==> config.mk <==
export PLATFORM = sky130hd
export DESIGN_NAME = protobuf_fixed32_field_zeroer_top_flat
export DESIGN_NICKNAME = d
export VERILOG_FILES = /design/src/hw/rtl/pfz_pkg.sv /design/src/hw/rtl/pfz_stream_if.sv /design/src/hw/rtl/protobuf_fixed32_field_zeroer_top.sv /design/src/flat_wrapper.sv
export VERILOG_INCLUDE_DIRS = /design/src /design/src/hw/rtl
export SDC_FILE = /design/constraint.sdc
export NUM_CORES = 1
export LEC_CHECK = 0
export BUFFER_PORTS_ARGS = -buffer_cell sky130_fd_sc_hd__buf_2
export CORE_MARGIN = 2
export CORE_UTILIZATION = 40
export DETAILED_ROUTE_END_ITERATION = 6
export GPL_TIMING_DRIVEN = 0
export HOLD_SLACK_MARGIN = 0.03
export PLACE_DENSITY_LB_ADDON = 0.05
export SYNTH_ARGS = -nofsm -noshare
export SYNTH_HDL_FRONTEND = slang
export SYNTH_SLANG_ARGS = --single-unit
==> constraint.sdc <==
create_clock -name clk -period 8.7 [get_ports clk]
set_input_delay 0.435 -clock clk [delete_from_list [all_inputs] [get_ports clk]]
set_output_delay 0.435 -clock clk [all_outputs]
set_load 0.01 [all_outputs]
==> src/hw/rtl/protobuf_fixed32_field_zeroer_top_defines.svh <==
// Assertion macros for the protobuf fixed32 field zeroer.
// Used by protobuf_fixed32_field_zeroer_top; depends on nothing else.
`ifndef PROTOBUF_FIXED32_FIELD_ZEROER_TOP_DEFINES_SVH
`define PROTOBUF_FIXED32_FIELD_ZEROER_TOP_DEFINES_SVH

`ifndef SYNTHESIS
// Same-cycle implication, quiet during reset
`define PFZ_ASSERT_IMP(label, clk, rst_n, ante, cons) \
  label: assert property (@(posedge clk) disable iff (!rst_n) (ante) |-> (cons)) \
    else $error("pfz check failed");
// Next-cycle implication, quiet during reset
`define PFZ_ASSERT_NXT(label, clk, rst_n, ante, cons) \
  label: assert property (@(posedge clk) disable iff (!rst_n) (ante) |=> (cons)) \
    else $error("pfz check failed");
`else
`define PFZ_ASSERT_IMP(label, clk, rst_n, ante, cons)
`define PFZ_ASSERT_NXT(label, clk, rst_n, ante, cons)
`endif

`endif

==> src/hw/rtl/pfz_pkg.sv <==
// Shared widths, constants and the result entry type of the fixed32 field zeroer.
// No dependencies; used by the stream interfaces and the top level.
package pfz_pkg;

  localparam int BYTE_W            = 8;
  localparam int VALUE_W           = 32;
  localparam int FIELD_W           = 29;
  localparam int ACCUM_W           = 64;
  localparam int MAX_MESSAGE_BYTES = 65536;
  localparam int SKIP_W            = $clog2(MAX_MESSAGE_BYTES + 1);

  // Result queue: one result waiting plus a burst of four
  localparam int Q_DEPTH = 5;
  localparam int Q_CNT_W = $clog2(Q_DEPTH + 1);
  localparam int BURST   = 4;

  // APB register map
  localparam int APB_DATA_W   = 32;
  localparam int APB_ADDR_W   = 2;
  localparam logic [APB_ADDR_W-1:0] ADDR_TARGET_FIELD = '0;
  localparam logic [FIELD_W-1:0]    TARGET_FIELD_RESET = FIELD_W'(4);

  typedef struct packed {
    logic [BYTE_W-1:0]  out_byte;
    logic               out_last;
    logic               found;
    logic [VALUE_W-1:0] saved_bits;
  } result_t;

endpackage

==> src/hw/rtl/pfz_stream_if.sv <==
// Valid/ready stream interfaces for message bytes in and result bytes out.
// Depends on pfz_pkg for field widths.
interface pfz_in_if import pfz_pkg::*; ();
  logic              valid;
  logic              ready;
  logic [BYTE_W-1:0] in_byte;
  logic              in_last;

  modport source (output valid, output in_byte, output in_last, input ready);
  modport sink   (input valid, input in_byte, input in_last, output ready);
endinterface

interface pfz_out_if import pfz_pkg::*; ();
  logic               valid;
  logic               ready;
  logic [BYTE_W-1:0]  out_byte;
  logic               out_last;
  logic               found;
  logic [VALUE_W-1:0] saved_bits;

  modport source (output valid, output out_byte, output out_last, output found,
                  output saved_bits, input ready);
  modport sink   (input valid, input out_byte, input out_last, input found,
                  input saved_bits, output ready);
endinterface

==> src/hw/rtl/protobuf_fixed32_field_zeroer_top.sv <==
// Protobuf fixed32 field zeroer: one byte per cycle, one APB register (target_field
// at byte address 0, reset 4). Takes a message one byte per transfer, walks the wire
// format and replaces the first fixed32 field numbered target_field by four zero
// bytes; the transfer carrying the final byte reports found and the original value.
// Captured bytes are held until all four arrive, then released as a burst of four;
// a capture cut off by the message end is released unchanged. Each byte is parsed in
// the cycle it is accepted, so one byte per cycle is sustained while the five-entry
// result queue has room: it takes a new byte whenever at most one result is waiting.
`include "protobuf_fixed32_field_zeroer_top_defines.svh"

module protobuf_fixed32_field_zeroer_top import pfz_pkg::*; (
  input  logic                  clk,
  input  logic                  rst_n,
  pfz_in_if.sink                in_ch,
  pfz_out_if.source             out_ch,
  input  logic                  psel,
  input  logic                  penable,
  input  logic                  pwrite,
  input  logic [APB_ADDR_W-1:0] paddr,
  input  logic [APB_DATA_W-1:0] pwdata,
  output logic [APB_DATA_W-1:0] prdata,
  output logic                  pready
);

  // Walk modes
  localparam logic [2:0] MODE_TAG   = 3'd0;
  localparam logic [2:0] MODE_VALUE = 3'd1;
  localparam logic [2:0] MODE_LEN   = 3'd2;
  localparam logic [2:0] MODE_SKIP  = 3'd3;
  localparam logic [2:0] MODE_HOLD  = 3'd4;
  localparam logic [2:0] MODE_DONE  = 3'd5;

  // Wire types
  localparam logic [2:0] WIRE_VARINT = 3'd0;
  localparam logic [2:0] WIRE_I64    = 3'd1;
  localparam logic [2:0] WIRE_LEN    = 3'd2;
  localparam logic [2:0] WIRE_I32    = 3'd5;

  localparam logic [3:0] VARINT_LAST_BYTE = 4'd9;

  logic [FIELD_W-1:0] target_r;

  logic [2:0]         mode_r,   mode_nxt;
  logic [ACCUM_W-1:0] accum_r,  accum_nxt;
  logic [3:0]         shift_r,  shift_nxt;
  logic [SKIP_W-1:0]  skip_r,   skip_nxt;
  logic [VALUE_W-1:0] held_r,   held_nxt;
  logic [2:0]         hcnt_r,   hcnt_nxt;
  logic               found_r,  found_nxt;

  result_t            q_r [Q_DEPTH];
  result_t            q_nxt [Q_DEPTH];
  logic [Q_CNT_W-1:0] cnt_r, cnt_nxt;

  result_t            ent [BURST];
  logic [2:0]         push_cnt;

  logic               in_acc, out_acc;
  logic [BYTE_W-1:0]  b;
  logic               last;
  logic [6:0]         vshamt;
  logic [ACCUM_W-1:0] acc_upd;
  logic               v_done, v_ovf;
  logic [3:0]         v_shift;
  logic [VALUE_W-1:0] field;
  logic [SKIP_W-1:0]  skip_dec;
  logic [1:0]         hpos;
  logic [VALUE_W-1:0] held_cap;
  logic [Q_CNT_W-1:0] base;
  logic [Q_CNT_W-1:0] slot;

  // APB register port
  assign pready = 1'b1;
  assign prdata = (paddr == ADDR_TARGET_FIELD) ? APB_DATA_W'(target_r) : '0;

  always_ff @(posedge clk) begin
    if (!rst_n) begin
      target_r <= TARGET_FIELD_RESET;
    end else if (psel && penable && pwrite && pready && paddr == ADDR_TARGET_FIELD) begin
      target_r <= pwdata[FIELD_W-1:0];
    end
  end

  // Handshakes
  assign in_ch.ready  = (cnt_r <= Q_CNT_W'(1));
  assign in_acc       = in_ch.valid && in_ch.ready;
  assign out_ch.valid = (cnt_r != '0);
  assign out_acc      = out_ch.valid && out_ch.ready;

  assign out_ch.out_byte   = q_r[0].out_byte;
  assign out_ch.out_last   = q_r[0].out_last;
  assign out_ch.found      = q_r[0].found;
  assign out_ch.saved_bits = q_r[0].saved_bits;

  assign b    = in_ch.in_byte;
  assign last = in_ch.in_last;

  // Varint byte: merge seven bits at the current group position
  assign vshamt   = 7'(shift_r) * 7'd7;
  assign acc_upd  = accum_r | (ACCUM_W'(b[6:0]) << vshamt);
  assign v_done   = !b[7];
  assign v_ovf    = b[7] && (shift_r == VARINT_LAST_BYTE);
  assign v_shift  = (v_done || v_ovf) ? 4'd0 : shift_r + 4'd1;
  assign field    = acc_upd[VALUE_W+2:3];
  assign skip_dec = (skip_r != '0) ? skip_r - SKIP_W'(1) : skip_r;

  // Captured field bytes, current byte included
  assign hpos     = hcnt_r[1:0];
  assign held_cap = held_r | (VALUE_W'(b) << {hpos, 3'b000});

  // Parse one byte and build its results
  always_comb begin
    mode_nxt  = mode_r;
    accum_nxt = accum_r;
    shift_nxt = shift_r;
    skip_nxt  = skip_r;
    held_nxt  = held_r;
    hcnt_nxt  = hcnt_r;
    found_nxt = found_r;
    push_cnt  = 3'd1;
    for (int i = 0; i < BURST; i++) begin
      ent[i] = '0;
    end
    ent[0].out_byte   = b;
    ent[0].out_last   = last;
    ent[0].found      = last && found_r;
    ent[0].saved_bits = (last && found_r) ? held_r : '0;

    case (mode_r)
      MODE_TAG: begin
        accum_nxt = acc_upd;
        shift_nxt = v_shift;
        if (v_ovf) begin
          mode_nxt = MODE_DONE;
        end else if (v_done) begin
          accum_nxt = '0;
          case (acc_upd[2:0])
            WIRE_VARINT: mode_nxt = MODE_VALUE;
            WIRE_I64: begin
              skip_nxt = SKIP_W'(8);
              mode_nxt = MODE_SKIP;
            end
            WIRE_LEN: mode_nxt = MODE_LEN;
            WIRE_I32: begin
              if (field == VALUE_W'(target_r)) begin
                mode_nxt = MODE_HOLD;
                held_nxt = '0;
                hcnt_nxt = '0;
              end else begin
                skip_nxt = SKIP_W'(4);
                mode_nxt = MODE_SKIP;
              end
            end
            default: mode_nxt = MODE_DONE;
          endcase
        end
      end
      MODE_VALUE: begin
        accum_nxt = acc_upd;
        shift_nxt = v_shift;
        if (v_ovf) begin
          mode_nxt = MODE_DONE;
        end else if (v_done) begin
          accum_nxt = '0;
          mode_nxt  = MODE_TAG;
        end
      end
      MODE_LEN: begin
        accum_nxt = acc_upd;
        shift_nxt = v_shift;
        if (v_ovf) begin
          mode_nxt = MODE_DONE;
        end else if (v_done) begin
          accum_nxt = '0;
          if (acc_upd > ACCUM_W'(MAX_MESSAGE_BYTES)) begin
            mode_nxt = MODE_DONE;
          end else if (acc_upd == '0) begin
            mode_nxt = MODE_TAG;
          end else begin
            skip_nxt = acc_upd[SKIP_W-1:0];
            mode_nxt = MODE_SKIP;
          end
        end
      end
      MODE_SKIP: begin
        skip_nxt = skip_dec;
        if (skip_dec == '0) begin
          mode_nxt = MODE_TAG;
        end
      end
      MODE_HOLD: begin
        held_nxt = held_cap;
        hcnt_nxt = {1'b0, hpos} + 3'd1;
        if (hpos == 2'd3) begin
          // Full capture: release four zero bytes
          found_nxt = 1'b1;
          mode_nxt  = MODE_DONE;
          push_cnt  = 3'(BURST);
          for (int i = 0; i < BURST; i++) begin
            ent[i].out_byte   = '0;
            ent[i].out_last   = last && (i == BURST - 1);
            ent[i].found      = last && (i == BURST - 1);
            ent[i].saved_bits = (last && (i == BURST - 1)) ? held_cap : '0;
          end
        end else if (last) begin
          // Capture cut off by the end: release the original bytes
          push_cnt = {1'b0, hpos} + 3'd1;
          for (int i = 0; i < BURST; i++) begin
            ent[i].out_byte   = held_cap[i*BYTE_W +: BYTE_W];
            ent[i].out_last   = (2'(i) == hpos);
            ent[i].found      = 1'b0;
            ent[i].saved_bits = '0;
          end
        end else begin
          push_cnt = 3'd0;
        end
      end
      default: begin
        mode_nxt = MODE_DONE;
      end
    endcase

    // Message end: back to the start state
    if (last) begin
      mode_nxt  = MODE_TAG;
      accum_nxt = '0;
      shift_nxt = '0;
      skip_nxt  = '0;
      held_nxt  = '0;
      hcnt_nxt  = '0;
      found_nxt = 1'b0;
    end
  end

  always_ff @(posedge clk) begin
    if (!rst_n) begin
      mode_r  <= MODE_TAG;
      accum_r <= '0;
      shift_r <= '0;
      skip_r  <= '0;
      held_r  <= '0;
      hcnt_r  <= '0;
      found_r <= 1'b0;
    end else if (in_acc) begin
      mode_r  <= mode_nxt;
      accum_r <= accum_nxt;
      shift_r <= shift_nxt;
      skip_r  <= skip_nxt;
      held_r  <= held_nxt;
      hcnt_r  <= hcnt_nxt;
      found_r <= found_nxt;
    end
  end

  // Result queue: drop the head on a transfer, append this byte's results
  assign base = cnt_r - Q_CNT_W'(out_acc);

  always_comb begin
    for (int i = 0; i < Q_DEPTH; i++) begin
      slot = Q_CNT_W'(i) - base;
      if (Q_CNT_W'(i) < base) begin
        q_nxt[i] = out_acc ? q_r[(i + 1 < Q_DEPTH) ? i + 1 : i] : q_r[i];
      end else if (in_acc && (slot < Q_CNT_W'(push_cnt))) begin
        q_nxt[i] = ent[slot[1:0]];
      end else begin
        q_nxt[i] = q_r[i];
      end
    end
    cnt_nxt = base + (in_acc ? Q_CNT_W'(push_cnt) : Q_CNT_W'(0));
  end

  always_ff @(posedge clk) begin
    if (!rst_n) begin
      cnt_r <= '0;
    end else begin
      cnt_r <= cnt_nxt;
    end
  end

  always_ff @(posedge clk) begin
    for (int i = 0; i < Q_DEPTH; i++) begin
      q_r[i] <= q_nxt[i];
    end
  end

  // Checks
  `PFZ_ASSERT_IMP(a_q_bound, clk, rst_n, 1'b1, cnt_r <= Q_CNT_W'(Q_DEPTH))
  `PFZ_ASSERT_IMP(a_found_on_last, clk, rst_n, out_ch.valid && out_ch.found, out_ch.out_last)
  `PFZ_ASSERT_IMP(a_hold_short, clk, rst_n, mode_r == MODE_HOLD, hcnt_r < 3'd4)
  `PFZ_ASSERT_NXT(a_msg_restart, clk, rst_n, in_acc && in_ch.in_last,
                  mode_r == MODE_TAG && !found_r && hcnt_r == 3'd0)

endmodule
==> src/flat_wrapper.sv <==
// flat-port wrapper written by rule: the top's interface ports become plain ports
module protobuf_fixed32_field_zeroer_top_flat import pfz_pkg::*;
  (clk, rst_n, psel, penable, pwrite, paddr, pwdata, prdata, pready, in_ch_valid, in_ch_in_byte, in_ch_in_last, in_ch_ready, out_ch_valid, out_ch_out_byte, out_ch_out_last, out_ch_found, out_ch_saved_bits, out_ch_ready);
  pfz_in_if in_ch_i ();
  pfz_out_if out_ch_i ();
  input  logic clk;
  input  logic rst_n;
  input  logic psel;
  input  logic penable;
  input  logic pwrite;
  input  logic [APB_ADDR_W-1:0] paddr;
  input  logic [APB_DATA_W-1:0] pwdata;
  output logic [APB_DATA_W-1:0] prdata;
  output logic pready;
  input wire logic [$bits(in_ch_i.valid)-1:0] in_ch_valid;
  input wire logic [$bits(in_ch_i.in_byte)-1:0] in_ch_in_byte;
  input wire logic [$bits(in_ch_i.in_last)-1:0] in_ch_in_last;
  output wire logic [$bits(in_ch_i.ready)-1:0] in_ch_ready;
  output wire logic [$bits(out_ch_i.valid)-1:0] out_ch_valid;
  output wire logic [$bits(out_ch_i.out_byte)-1:0] out_ch_out_byte;
  output wire logic [$bits(out_ch_i.out_last)-1:0] out_ch_out_last;
  output wire logic [$bits(out_ch_i.found)-1:0] out_ch_found;
  output wire logic [$bits(out_ch_i.saved_bits)-1:0] out_ch_saved_bits;
  input wire logic [$bits(out_ch_i.ready)-1:0] out_ch_ready;
  assign in_ch_i.valid = in_ch_valid;
  assign in_ch_i.in_byte = in_ch_in_byte;
  assign in_ch_i.in_last = in_ch_in_last;
  assign in_ch_ready = in_ch_i.ready;
  assign out_ch_valid = out_ch_i.valid;
  assign out_ch_out_byte = out_ch_i.out_byte;
  assign out_ch_out_last = out_ch_i.out_last;
  assign out_ch_found = out_ch_i.found;
  assign out_ch_saved_bits = out_ch_i.saved_bits;
  assign out_ch_i.ready = out_ch_ready;
  protobuf_fixed32_field_zeroer_top u_core (.clk(clk), .rst_n(rst_n), .in_ch(in_ch_i), .out_ch(out_ch_i), .psel(psel), .penable(penable), .pwrite(pwrite), .paddr(paddr), .pwdata(pwdata), .prdata(prdata), .pready(pready));
endmodule
==> results.sh, run 1 <==
export IMPL_hpwl_um=49500
export IMPL_rows=79
export IMPL_cts_tree="built"
export IMPL_rsz0062_at_grt="no"
export IMPL_intPower_mw=4.88
export IMPL_path_depth=20
export IMPL_syn2layout_area_growth_pct=15.9
export IMPL_crit_path_end_kind="register"
export IMPL_cts_buffers=42
export IMPL_grt_pass1_vias=16400
export IMPL_fp_dieW_um=221
export IMPL_reg2regPathDepth=20
export IMPL_grt_pass1_wl_um=104000
export IMPL_ys_types=80
export IMPL_cp_top_family="buffers and inverters"
export IMPL_start_util=0.405
export IMPL_place_ws_ns=2.00
export IMPL_crit_slowest_cell="xor2_1"
export IMPL_dieArea_sq_um=48700
export IMPL_ant_nets=0
export IMPL_final_nets=2258
export IMPL_slew_headroom=-0.0453
export IMPL_final_hold_violation_count=0
export IMPL_ys_warn_count=0
export IMPL_hold_class="in -> reg"
export IMPL_pin_count=127
export IMPL_max_cap_viol_count=2
export IMPL_powerDensity_nw_per_um2=372
export IMPL_clock_sinks=365
export IMPL_cts_root_buffer="clkbuf_16"
export IMPL_fin_area_sq_um=21800
export IMPL_p_comb_frac=0.421
export IMPL_path_cells="nor2_1 > nand2_1 > nand2_1 > inv_1 > ha_1 > ha_1 > xor2_1 > inv_1 > clkbuf_1 > ha_1 > clkbuf_1 > a21oi_1 > clkbuf_1 > clkbuf_1 > nand2_1 > o41ai_2 > buf_4 > buf_6 > buf_4 > buf_4"
export IMPL_status="finished with violations"
export IMPL_timing_final_crit_period_ns=6.77
export IMPL_cp_max_fo=11
export IMPL_finalSetupTns_ns=0
export IMPL_htreeDepth=2
export IMPL_vdd_ir_drop_worst_mv=0.168
export IMPL_synth_area_top_cells="edfxtp_1 (34%), dfxtp_1 (17%), a21oi_1 (5.5%), nor2_1 (4.9%), nand2_1 (4.1%)"
export IMPL_p_sw_mw=3.21
export IMPL_drc=0
export IMPL_p_sw_frac=0.397
export IMPL_grt_use_total=0.283
export IMPL_post_cts_setup_buffers=0
export IMPL_synth_top_area_cell="edfxtp_1"
export IMPL_period_share=0.779
export IMPL_drt_total_wl_um=68600
export IMPL_synthArstFlopShare=0
export IMPL_cp_common_cell="clkbuf_1"
export IMPL_seq_area_frac_synth=0.501
export IMPL_num_vias=16800
export IMPL_violations="max-capacitance violations, max-slew violations"
export IMPL_power_leakage_nw=7.96
export IMPL_arrival_ns=7.07
export IMPL_die_h_um=221
export IMPL_first_pass_iters=7
export IMPL_n_antenna_cell=0
export IMPL_crit_required_ns=8.99
export IMPL_coreArea_sq_um=46500
export IMPL_port_buffers=119
export IMPL_post_drt_wl_per_cell_um=24.3
export IMPL_nFillCells=4618
export IMPL_netlist_area_sq_um=18800
export IMPL_worst_slew_pin_slew_ns=1.56
export IMPL_vias_per_cell=5.94
export IMPL_insertion_delay_ns=0.59
export IMPL_final_setup_viol_count=0
export IMPL_final_max_slew_violation_count=7
export IMPL_total_power_mw=8.10
export IMPL_hold_buffers=0
export IMPL_fmax_ghz=0.148
export IMPL_most_common_layout_cells="nor2_1 (245), edfxtp_1 (210), a21oi_1 (205)"
export IMPL_worst_slack_ns=1.93
export IMPL_ys_ff_latch=365
export IMPL_final_common_cell="nor2_1"
export IMPL_critPathKind="reg -> reg"
export IMPL_critPathMaxStageDelay_ns=1.13
export IMPL_cts_resized=0
export IMPL_hold_path_depth=3
export IMPL_grt_overflow_total=0
export IMPL_avgSynthCellArea_sq_um=9.41
export IMPL_drtIter0Drc=1624
export IMPL_syn_inst=1997
export IMPL_r2r_setup_slack_ns=1.93
export IMPL_cts_buffer_depth=3
export IMPL_start_kind="register"
export IMPL_clock_skew_ns=0.0201
export IMPL_place_congestion=0.932
export IMPL_clkPwrFrac=0.218
export IMPL_synth_top_area_share=0.336
export IMPL_yosys_most_used_dff="edfxtp_1"
export IMPL_post_dp_cell_area_sq_um=20400
export IMPL_seqPwrFrac=0.360
export IMPL_synth_edf_count=210
export IMPL_drive_gt1_frac=0.135
export IMPL_path_clk_slew_ns=0.06
export IMPL_grt_max_degree=27
export IMPL_crit_buf_inv=10
export IMPL_antenna_found_initial=1
==> kinds of logic after synthesis <==
kind of cell | count (synthesis) | share of synthesized area
AND/OR/NAND/NOR | 661 | 0.162
AO/OA/AOI/OAI | 650 | 0.223
flip-flops | 365 | 0.501
buffers and inverters | 197 | 0.0420
multiplexers | 75 | 0.0439
adder cells (fa/ha/maj) | 26 | 0.0177
XOR/XNOR | 21 | 0.00979
other | 2 | 0.000400
==> per-stage QoR <==
| stage | cells | util | hold WS [ns] |
|---|---|---|---|
| after floorplan | 1999 | - | 0.436 |
| after global placement | 2725 | 0.434 | 0.443 |
| after detailed placement | 2745 | 0.440 | 0.447 |
| after CTS | 2822 | 0.469 | 0.0617 |
| after global routing | 2822 | 0.469 | 0.0859 |
| final | 2822 | 0.469 | 0.0825 |
==> worst register-to-register path: cells and delay by family, from the launching register on <==
| kind | cells | cell delay [ns] |
|---|---|---|
| buffers and inverters | 10 | 3.08 |
| xor gates and xnor gates | 1 | 1.13 |
| DFF | 1 | 0.32 |
| and+or+nand+nor | 4 | 0.62 |
| adders and majority gates | 3 | 0.73 |
| AOI/OAI and AO/OA | 2 | 0.61 |
==> sequential cells by signal (all words and copies together), names as in the netlist <==
name,cells
u_core.q_r,210
u_core.accum_r,64
u_core.held_r,32
u_core.target_r,29
u_core.skip_r,17
u_core.shift_r,4
u_core.cnt_r,3
u_core.mode_r,3
u_core.hcnt_r,2
u_core.found_r,1
==> power by group through the flow <==
| stage | Clock (mW) | Sequential (mW) | Combinational [mW] |
|---|---|---|---|
| 2_1_floorplan | 0 | 3.02 | 1.99 |
| 3_3_place_gp | 0 | 3.04 | 3.15 |
| 3_5_place_dp | 0 | 2.95 | 3.38 |
| 4_1_cts | 1.80 | 2.92 | 3.40 |
| 5_1_grt | 1.87 | 2.97 | 3.72 |
| 6_report | 1.77 | 2.92 | 3.41 |
==> cell usage after synthesis (26+ instances only) <==
| cell | count |
|---|---|
| nor2_1 | 245 |
| edfxtp_1 | 210 |
| a21oi_1 | 205 |
| nand2_1 | 204 |
| dfxtp_1 | 155 |
| clkbuf_1 | 143 |
| o21ai_0 | 116 |
| a22oi_1 | 64 |
| mux2_2 | 60 |
| a22o_1 | 49 |
| a31oi_1 | 41 |
| a21o_1 | 37 |
| a221oi_1 | 34 |
| nor3_1 | 34 |
| inv_1 | 29 |
| nor2b_1 | 28 |
| and2_1 | 26 |
==> layer usage <==
layer  up-vias  wire length [um]  GRT usage
met5         -                13          0
met3       151              4060     0.0388
li1       7760                 -          -
met1      8161             29200      0.370
met2       691             32600      0.471
met4         2              2710      0.116
==> final timing paths <==
kind                                    start                                to
max                u_core.cnt_r[1]$_SDFF_PN0_       u_core.q_r[2][22]$_DFFE_PP_
min                                 pwdata[2]   u_core.target_r[2]$_SDFFE_PN1P_
max reg2reg        u_core.cnt_r[1]$_SDFF_PN0_       u_core.q_r[2][22]$_DFFE_PP_
min reg2reg  u_core.target_r[24]$_SDFFE_PN0P_  u_core.target_r[24]$_SDFFE_PN0P_
==> area by class of cell <==
class	count	area, sq um	share of cell area
clock buffers	53	1120	0.0515
plain buffers	165	669	0.0307
multi-input cells	1437	8640	0.397
repair buffers	139	825	0.0378
inverters	32	120	0.00551
well taps	607	759	0.0349
clock inverters	24	240	0.0110
flip-flops and latches	365	9410	0.432
No activity file was read; power rests on OpenSTA's default activity.
==> inputs of run 2 (changes only) <==
==> constraint.sdc (replaced) <==
create_clock -name clk -period 6 [get_ports clk]
set_input_delay 0.3 -clock clk [delete_from_list [all_inputs] [get_ports clk]]
set_output_delay 0.3 -clock clk [all_outputs]
set_load 0.01 [all_outputs]
==> results.sh, run 2 (synthesized netlist as in run 1, its figures left out) <==
export IMPL_start_util=0.405
export IMPL_place_congestion=0.925
export IMPL_final_setup_viol_count=0
export IMPL_clock_skew_ns=0.0293
export IMPL_hold_path_depth=3
export IMPL_hpwl_um=49500
export IMPL_critPathMaxStageDelay_ns=0.80
export IMPL_crit_slowest_cell="clkdlybuf4s15_1"
export IMPL_fin_area_sq_um=22000
export IMPL_start_kind="register"
export IMPL_worst_slew_pin_slew_ns=1.38
export IMPL_crit_buf_inv=5
export IMPL_reg2regPathDepth=14
export IMPL_regMostFlops="u_core.q_r"
export IMPL_path_clk_slew_ns=0.06
export IMPL_grt_use_total=0.284
export IMPL_most_common_layout_cells="nor2_1 (245), edfxtp_1 (210), a21oi_1 (205)"
export IMPL_largest_reg_flops=210
export IMPL_port_buffers=119
export IMPL_htreeDepth=2
export IMPL_post_drt_wl_per_cell_um=24.2
export IMPL_final_hold_violation_count=0
export IMPL_slew_headroom=0.0725
export IMPL_powerDensity_nw_per_um2=529
export IMPL_crit_required_ns=6.26
export IMPL_die_h_um=221
export IMPL_drt_met1_wl_um=28400
export IMPL_finalSetupTns_ns=0
export IMPL_dieArea_sq_um=48700
export IMPL_reg_largest_list="u_core.q_r (210), u_core.accum_r (64), u_core.held_r (32)"
export IMPL_path_depth=14
export IMPL_cp_top_family="buffers and inverters"
export IMPL_wl_met3_um=4370
export IMPL_rsz0062_at_grt="no"
export IMPL_path_cells="nor2_1 > nand2_1 > nand2_1 > inv_1 > ha_1 > ha_1 > xor2_4 > inv_1 > ha_1 > clkbuf_1 > nand2_1 > clkdlybuf4s15_1 > a21o_2 > buf_12"
export IMPL_max_cap_viol_count=0
export IMPL_hold_class="in -> reg"
export IMPL_critPathKind="reg -> reg"
export IMPL_grt_overflow_total=0
export IMPL_num_vias=16900
export IMPL_fmax_ghz=0.176
export IMPL_crit_path_end_kind="register"
export IMPL_final_max_slew_violation_count=0
export IMPL_coreArea_sq_um=46500
export IMPL_drtIter0Drc=1499
export IMPL_multiInputGateArea_sq_um=8680
export IMPL_startpoint="u_core.cnt_r[2]$_SDFF_PN0_"
export IMPL_final_common_cell="nor2_1"
export IMPL_rows=79
export IMPL_syn2layout_area_growth_pct=17.0
export IMPL_drc=2
export IMPL_period_share=0.946
export IMPL_vdd_ir_drop_worst_mv=0.288
export IMPL_fp_dieW_um=221
export IMPL_wl_met2_um=32600
export IMPL_antenna_found_initial=0
export IMPL_vias_per_cell=5.95
export IMPL_grt_max_degree=25
export IMPL_post_dp_cell_area_sq_um=20400
export IMPL_timing_final_crit_period_ns=5.67
export IMPL_seq_area_sq_um=9410
export IMPL_power_leakage_nw=8.00
export IMPL_final_nets=2278
export IMPL_ant_nets=0
export IMPL_first_pass_iters=7
export IMPL_drt_total_wl_um=68700
export IMPL_arrival_ns=5.94
export IMPL_cts_buffers=41
export IMPL_insertion_delay_ns=0.58
export IMPL_cp_max_fo=24
export IMPL_grt_pass1_vias=16700
export IMPL_nFillCells=4536
export IMPL_post_cts_setup_buffers=0
export IMPL_cts_tree="built"
export IMPL_cts_buffer_depth=3
export IMPL_n_antenna_cell=0
export IMPL_status="finished with violations"
export IMPL_r2r_start="u_core.cnt_r[2]$_SDFF_PN0_"
export IMPL_grt_pass1_wl_um=104000
export IMPL_clock_sinks=365
export IMPL_worstHoldStart="rst_n"
export IMPL_drive_gt1_frac=0.131
export IMPL_pin_count=127
export IMPL_cts_root_buffer="clkbuf_16"
export IMPL_route_top_layer_used="met4"
export IMPL_violations="design-rule violations"
==> run 2: cell count changes in the layout (fill, tap and decap cells not counted), moves of 2 or more <==
cell	change
clkbuf_1	-6
buf_2	-4
clkinvlp_4	+4
clkbuf_8	-3
buf_6	+5
buf_4	-9
dlygate4sd3_1	+29
buf_8	+2
clkinv_2	+3
==> run 2: timing repair <==
item / 4_1_cts / 5_1_grt
endpoints found under the setup margin: 84 / 65
hold buffers: 29 / 0
resized for setup: 2 / 4
hold endpoints to repair: 29 / 0
==> run 2: path summary, 6_finish.rpt <==
| check | end | slack, ns |
|---|---|---|
| min | u_core.mode_r[0]$_SDFFE_PN0P_ | 0.28 |
| max reg2reg | u_core.q_r[0][16]$_DFFE_PP_ | 0.33 |
| max | u_core.q_r[0][16]$_DFFE_PP_ | 0.33 |
| min reg2reg | u_core.target_r[24]$_SDFFE_PN0P_ | 0.45 |
==> run 2: cell type report <==
type                            count  area share
Tap cell                          607      0.0345
Clock inverter                     28     0.00956
Multi-Input combinational cell   1437       0.395
Clock buffer                       46      0.0475
Buffer                            164      0.0306
Timing Repair Buffer              161      0.0494
Sequential cell                   365       0.428
Inverter                           32     0.00546
==> run 2: layer usage <==
layer  track usage  vias to the layer above
met3        0.0386                      167
met2         0.473                      708
met1         0.364                     8200
li1              -                     7809
met5             0                        -
met4         0.138                        0
==> run 2: worst register-to-register path: stages (launching register included) <==
cell             delay (ns)
dfxtp_1                0.37
nor2_1                 0.22
nand2_1                0.10
nand2_1                0.20
inv_1                  0.14
ha_1                   0.21
ha_1                   0.24
xor2_4                 0.47
inv_1                  0.51
ha_1                   0.35
clkbuf_1               0.31
nand2_1                0.51
clkdlybuf4s15_1        0.80
a21o_2                 0.64
buf_12                 0.27
==> run 2: report_power, final <==
group	total, mW	switching, mW	internal [mW]	leakage (nW)
Combinational	4.98	3.34	1.64	4.16
Clock	2.41	1.07	1.35	0.607
Sequential	4.24	0.256	3.99	3.23
==> run 2: stage by stage <==
step / utilization / power [mW] / worst slack (ns) / cells / hold WS (ns)
6_report: 0.473 / 11.6 / 0.325 / 2840 / 0.284
5_1_grt: 0.473 / 12.3 / 0.0156 / 2840 / 0.301
4_1_cts: 0.473 / 11.7 / 0.0247 / 2840 / 0.259
3_5_place_dp: 0.439 / 9.19 / -0.509 / 2737 / 0.448
3_3_place_gp: 0.434 / 8.97 / -3.38 / 2725 / 0.442
2_1_floorplan: - / 7.25 / 0.396 / 1999 / 0.424
